`src/itda_pkg.sv`:
```
// ============================================================================
// Package for the integer to decimal text converter
// Field widths, channel widths and character codes shared by the design
// and its port checker.
// ============================================================================
package itda_pkg;

    // Input integer and packed stream widths.
    localparam int VALUE_W  = 32;
    localparam int S_DATA_W = 32;
    localparam int CODE_W   = 6;
    localparam int M_DATA_W = 8;

    // Decimal digit store: ten BCD digits cover every 32-bit magnitude.
    localparam int NUM_DIGITS = 10;
    localparam int DIGIT_W    = 4;
    localparam int IDX_W      = $clog2(NUM_DIGITS);

    // One shift-and-adjust step per magnitude bit.
    localparam int CONV_STEPS = VALUE_W;
    localparam int STEP_W     = $clog2(CONV_STEPS);

    // ASCII codes, trimmed to the character field width.
    localparam logic [CODE_W-1:0] CHAR_ZERO  = 6'd48;
    localparam logic [CODE_W-1:0] CHAR_MINUS = 6'd45;
    localparam logic [CODE_W-1:0] CHAR_NINE  = 6'd57;

endpackage

```
`src/int_to_decimal_ascii.sv`:
```
// ============================================================================
// Signed 32-bit integer to decimal ASCII text
// Converts one two's complement integer per request into its decimal text,
// one character per output request, sign first, no leading zeros.
// ============================================================================
//
//  Channel   Direction  Payload                              Marker
//  s_        in         tdata[31:0] value                    -
//  m_        out        tdata[5:0] char_code, [7:6] zero     tlast = last
//
//  An integer passes through the BCD shift-and-adjust unit, which handles
//  one magnitude bit per cycle, then a step that locates the leading digit,
//  and its characters then go out one per output request.
//  Reset is synchronous on aresetn low and returns the block to idle.
//  A stall on the output holds the character register and, in ST_EMIT, the sequencer;
//  a new request is taken while the last character still waits.
//
module int_to_decimal_ascii (
    input  logic                          aclk,
    input  logic                          aresetn,
    input  logic                          s_tvalid,
    output logic                          s_tready,
    input  logic [itda_pkg::S_DATA_W-1:0] s_tdata,   // [31:0] value
    output logic                          m_tvalid,
    input  logic                          m_tready,
    output logic [itda_pkg::M_DATA_W-1:0] m_tdata,   // [5:0] char_code, [7:6] zero
    output logic                          m_tlast
);
    import itda_pkg::*;

    typedef enum logic [1:0] {
        ST_IDLE,
        ST_CONV,
        ST_FIND,
        ST_EMIT
    } state_t;

    state_t                state_reg, state_next;
    logic [VALUE_W-1:0]    mag_reg, mag_next;
    logic                  neg_reg, neg_next;
    logic [DIGIT_W-1:0]    digit_reg [NUM_DIGITS];
    logic [DIGIT_W-1:0]    digit_next [NUM_DIGITS];
    logic [DIGIT_W-1:0]    digit_adj [NUM_DIGITS];
    logic [STEP_W-1:0]     step_reg, step_next;
    logic [IDX_W-1:0]      idx_reg, idx_next;
    logic [IDX_W-1:0]      lead_idx;
    logic                  m_tvalid_reg, m_tvalid_next;
    logic [CODE_W-1:0]     code_reg, code_next;
    logic                  last_reg, last_next;

    // Add three to every digit of five or more before the shift.
    always_comb begin
        for (int i = 0; i < NUM_DIGITS; i++) begin
            digit_adj[i] = (digit_reg[i] >= DIGIT_W'(5)) ? digit_reg[i] + DIGIT_W'(3)
                                                           : digit_reg[i];
        end
    end

    // Position of the most significant nonzero digit; zero gives position 0.
    always_comb begin
        lead_idx = '0;
        for (int i = 0; i < NUM_DIGITS; i++) begin
            if (digit_reg[i] != '0) begin
                lead_idx = IDX_W'(i);
            end
        end
    end

    // Sequencer: load, convert bit by bit, locate the first digit, emit.
    always_comb begin
        state_next    = state_reg;
        mag_next      = mag_reg;
        neg_next      = neg_reg;
        digit_next    = digit_reg;
        step_next     = step_reg;
        idx_next      = idx_reg;
        m_tvalid_next = m_tvalid_reg && !m_tready;
        code_next     = code_reg;
        last_next     = last_reg;

        case (state_reg)
            ST_IDLE: begin
                if (s_tvalid) begin
                    // The magnitude of the most negative value still fits unsigned.
                    neg_next = s_tdata[VALUE_W-1];
                    mag_next = s_tdata[VALUE_W-1] ? (~s_tdata + VALUE_W'(1)) : s_tdata;
                    for (int i = 0; i < NUM_DIGITS; i++) begin
                        digit_next[i] = '0;
                    end
                    step_next  = '0;
                    state_next = ST_CONV;
                end
            end
            ST_CONV: begin
                // Shift the adjusted digits left, pulling in the next magnitude bit.
                digit_next[0] = {digit_adj[0][DIGIT_W-2:0], mag_reg[VALUE_W-1]};
                for (int i = 1; i < NUM_DIGITS; i++) begin
                    digit_next[i] = {digit_adj[i][DIGIT_W-2:0], digit_adj[i-1][DIGIT_W-1]};
                end
                mag_next  = {mag_reg[VALUE_W-2:0], 1'b0};
                step_next = step_reg + STEP_W'(1);
                if (step_reg == STEP_W'(CONV_STEPS - 1)) begin
                    state_next = ST_FIND;
                end
            end
            ST_FIND: begin
                idx_next   = lead_idx;
                state_next = ST_EMIT;
            end
            ST_EMIT: begin
                // Load the next character whenever the output register is free.
                if (!m_tvalid_reg || m_tready) begin
                    m_tvalid_next = 1'b1;
                    if (neg_reg) begin
                        code_next = CHAR_MINUS;
                        last_next = 1'b0;
                        neg_next  = 1'b0;
                    end else begin
                        code_next = CHAR_ZERO + CODE_W'(digit_reg[idx_reg]);
                        last_next = (idx_reg == '0);
                        if (idx_reg == '0) begin
                            state_next = ST_IDLE;
                        end else begin
                            idx_next = idx_reg - IDX_W'(1);
                        end
                    end
                end
            end
            default: begin
                state_next = ST_IDLE;
            end
        endcase
    end

    // State and registered outputs.
    always_ff @(posedge aclk) begin
        if (!aresetn) begin
            state_reg    <= ST_IDLE;
            m_tvalid_reg <= 1'b0;
        end else begin
            state_reg    <= state_next;
            m_tvalid_reg <= m_tvalid_next;
        end
        mag_reg   <= mag_next;
        neg_reg   <= neg_next;
        digit_reg <= digit_next;
        step_reg  <= step_next;
        idx_reg   <= idx_next;
        code_reg  <= code_next;
        last_reg  <= last_next;
    end

    assign s_tready = (state_reg == ST_IDLE);
    assign m_tvalid = m_tvalid_reg;
    assign m_tdata  = {{(M_DATA_W - CODE_W){1'b0}}, code_reg};
    assign m_tlast  = last_reg;

endmodule

```
`config.mk`:
```
export PLATFORM = sky130hd
export DESIGN_NAME = int_to_decimal_ascii
export DESIGN_NICKNAME = d
export VERILOG_FILES = /design/src/itda_pkg.sv /design/src/int_to_decimal_ascii.sv
export SDC_FILE = /design/constraint.sdc
export NUM_CORES = 1
export LEC_CHECK = 0
export ABC_AREA = 0
export BUFFER_PORTS_ARGS = -buffer_cell sky130_fd_sc_hd__clkbuf_2
export CORE_ASPECT_RATIO = 1.4
export CORE_MARGIN = 3
export CORE_UTILIZATION = 65
export CTS_CLUSTER_DIAMETER = 80
export CTS_CLUSTER_SIZE = 30
export DETAILED_ROUTE_END_ITERATION = 10
export MAX_ROUTING_LAYER = met4
export PLACE_DENSITY_LB_ADDON = 0.3
export SYNTH_ARGS = -nofsm -noshare
export SYNTH_HDL_FRONTEND = slang
export SYNTH_SLANG_ARGS = --single-unit
```
`constraint.sdc`:
```
create_clock -name aclk -period 7.18 [get_ports aclk]
set_input_delay 0.359 -clock aclk [delete_from_list [all_inputs] [get_ports aclk]]
set_output_delay 0.359 -clock aclk [all_outputs]
set_load 0.01 [all_outputs]
```
==> flow_summary.toml <==
[yosys]
yosys_warnings = 0
synth.ff_latch_count = 91
synth_xor_area_frac = 0.05390
avgSynthCellArea_sq_um = 10.29
netlist_area_sq_um = 6012
synthAdderAreaFrac = 0.05827
synth_compound_area_frac = 0.1376
synth_edf_count = 88
ys_types = 59
synthArstFlopShare = 0
yosys_most_used_dff = "edfxtp_1"
seq_area_frac_synth = 0.4495
synth_top_family_by_area = "simple AND/OR/NAND/NOR gates"
synthCells = 584
synth-simple-area-share = 0.1975
synthMuxAreaShare = 0.05765

[cells_and_area]
final_cell_mix = "edfxtp_1 (88), nand2_1 (53), clkbuf_2 (43)"
layout_commonest_cell = "edfxtp_1"
syn2layout_area_growth_pct = 8.616
nets = 674
utilization = 0.7413
largest_reg_flops = 40
diodes = 0
drive_above_1_share = 0.1350

[sta]
slew_headroom = 0.3049
fin_skew_ns = 0.007331
setup_viol = 0
finalSetupTns_ns = 0
clock.fmax_mhz = 353.9
min_period_ns = 2.826
period_share = 0.3936
worst_slew_pin_slew_ns = 1.043
final-max-slew-violation-count = 0
finalHoldViolCount = 0
rsz0062_at_grt = "no"

[grt]
grt-ovfl-total = 0
grt_max_degree = 105
grt_pass1_vias = 4464
grt_pass1_wl_um = 20760
antenna_found_initial = 0
gr-usage-all-layers = 0.2547

[setup_path]
r2r_start = "state_reg[1]"
end_kind = "flip-flop"
critPathMaxFanout = 104
critPathLaunch = "state_reg[1]"
worst_ep_required_time_ns = 7.13
critical_path_class = "flip-flop to flip-flop"
worstPathArrival_ns = 2.78
cp-start-kind = "flip-flop"

[pwr]
p_switching_uw = 970.8
netSwitchingFraction = 0.3706
pwr-share-seq = 0.433
p_comb_frac = 0.391
clock_power_share = 0.176
peakVddDrop_v = 0.0002633
p_int_uw = 1649
power.density_nw_per_um2 = 401.1
leakage_uw = 0.002585

[clock_tree]
clock_path_buffers = 2
post_cts_resized = 0
cts_buffers = 9
clk_latency_ns = 0.34
cts_tree = "built"
cts.sinks = 91
cts_max_level = 3
hold_buffers = 0
clk_pin_slew_ns = 0.06
cts_root_buf = "clkbuf_16"
post_cts_buffers = 0

[placed_design]
post-dp-hpwl_um = 8644
io_buffers = 43
gp_congestion = 0.9665

[drt]
vias_per_cell = 6.371
vias = 4587
drt_iter0_markers = 342
first_pass_iters = 5
wirelength_um = 12430
drtAntennaViolNets = 0
drc = 0
wl_per_cell_um = 17.26

[min_path]
min-delay-start = "aresetn"
min_path_type = "primary input to flip-flop"

[floorplan]
die_width_um = 87.28
initial_core_util = 0.6825
pin_count = 47
core_sq_um = 8808
die_y_um = 119.8
rows = 40
die-area_sq_um = 10460

[run]
drv_cap = 0

[run_status]
status = "complete, no violations"
## Yosys cell counts (all sizes together) (12+ instances only)
| cell type | n | area share |
|---|---|---|
| o21ai | 40 | 0.033 |
| xor2 | 12 | 0.017 |
| nand2 | 53 | 0.033 |
| nand3 | 18 | 0.015 |
| nand2b | 15 | 0.016 |
| xnor2 | 25 | 0.036 |
| ha | 28 | 0.058 |
| clkbuf | 23 | 0.014 |
| edfxtp | 88 | 0.44 |
| nor2 | 29 | 0.018 |
| inv | 36 | 0.022 |
| and2 | 18 | 0.019 |
## cell type report
| class | instances | area [sq um] |
|---|---|---|
| clock buffers | 10 | 229.0 |
| multi-input cells | 428 | 3053 |
| inverters | 36 | 135.1 |
| fillers | 619 | 2278 |
| well taps | 105 | 131.4 |
| repair buffers | 44 | 222.7 |
| flip-flops and latches | 91 | 2703 |
| clock inverters | 6 | 56.30 |
## kinds of logic (layout without fill, tap and decap cells)
| logic type | Yosys count | in the layout |
|---|---|---|
| adder cells (fa/ha/maj) | 28 | 28 |
| other | 2 | 3 |
| AO/OA/AOI/OAI | 119 | 119 |
| AND/OR/NAND/NOR | 217 | 217 |
| multiplexers | 24 | 24 |
| flip-flops | 91 | 91 |
| XOR/XNOR | 37 | 37 |
| buffers and inverters | 66 | 96 |
## power by group through the flow
stage / clock network (uW) / logic (uW) / registers, uW
global placement: 0 / 958 / 1130
floorplan: 0 / 825 / 1060
finish: 462 / 1020 / 1130
detailed placement: 0 / 1010 / 1140
CTS: 466 / 1030 / 1130
global route: 487 / 1150 / 1170
## critical path: stages, from the launching register on
cell and delay [ns]:
dfxtp_1 0.34, inv_1 0.09, ha_2 0.24, buf_4 0.71, mux2_4 0.99
## worst paths after layout
path	end	slack, ns	cells past startpoint
max	mag_reg[28]	4.35	4
min	m_tvalid	0.30	2
max reg2reg	mag_reg[28]	4.35	4
min reg2reg	state_reg[0]	0.51	2
## metrics by stage
stage	hold slack (ns)	setup slack [ns]	total power [uW]	std cells	cell area [sq um]
2_1_floorplan	0.4677	4.355	1881	585	6016
6_report	0.2974	4.354	2619	720	6530
3_3_place_gp	0.4802	4.435	2084	704	6245
5_1_grt	0.3357	4.120	2806	720	6530
3_5_place_dp	0.5012	4.362	2151	704	6245
4_1_cts	0.2928	4.338	2628	720	6530
## routing by layer
| metal | up-vias | track usage | routed length (um) |
|---|---|---|---|
| li1 | 2210 | - | - |
| met1 | 2167 | 0.3097 | 5076 |
| met2 | 180 | 0.4297 | 6466 |
| met3 | 30 | 0.03571 | 592 |
| met4 | 0 | 0.08925 | 294 |
| met5 | - | - | 0 |
(Power assumes the default switching activity.)
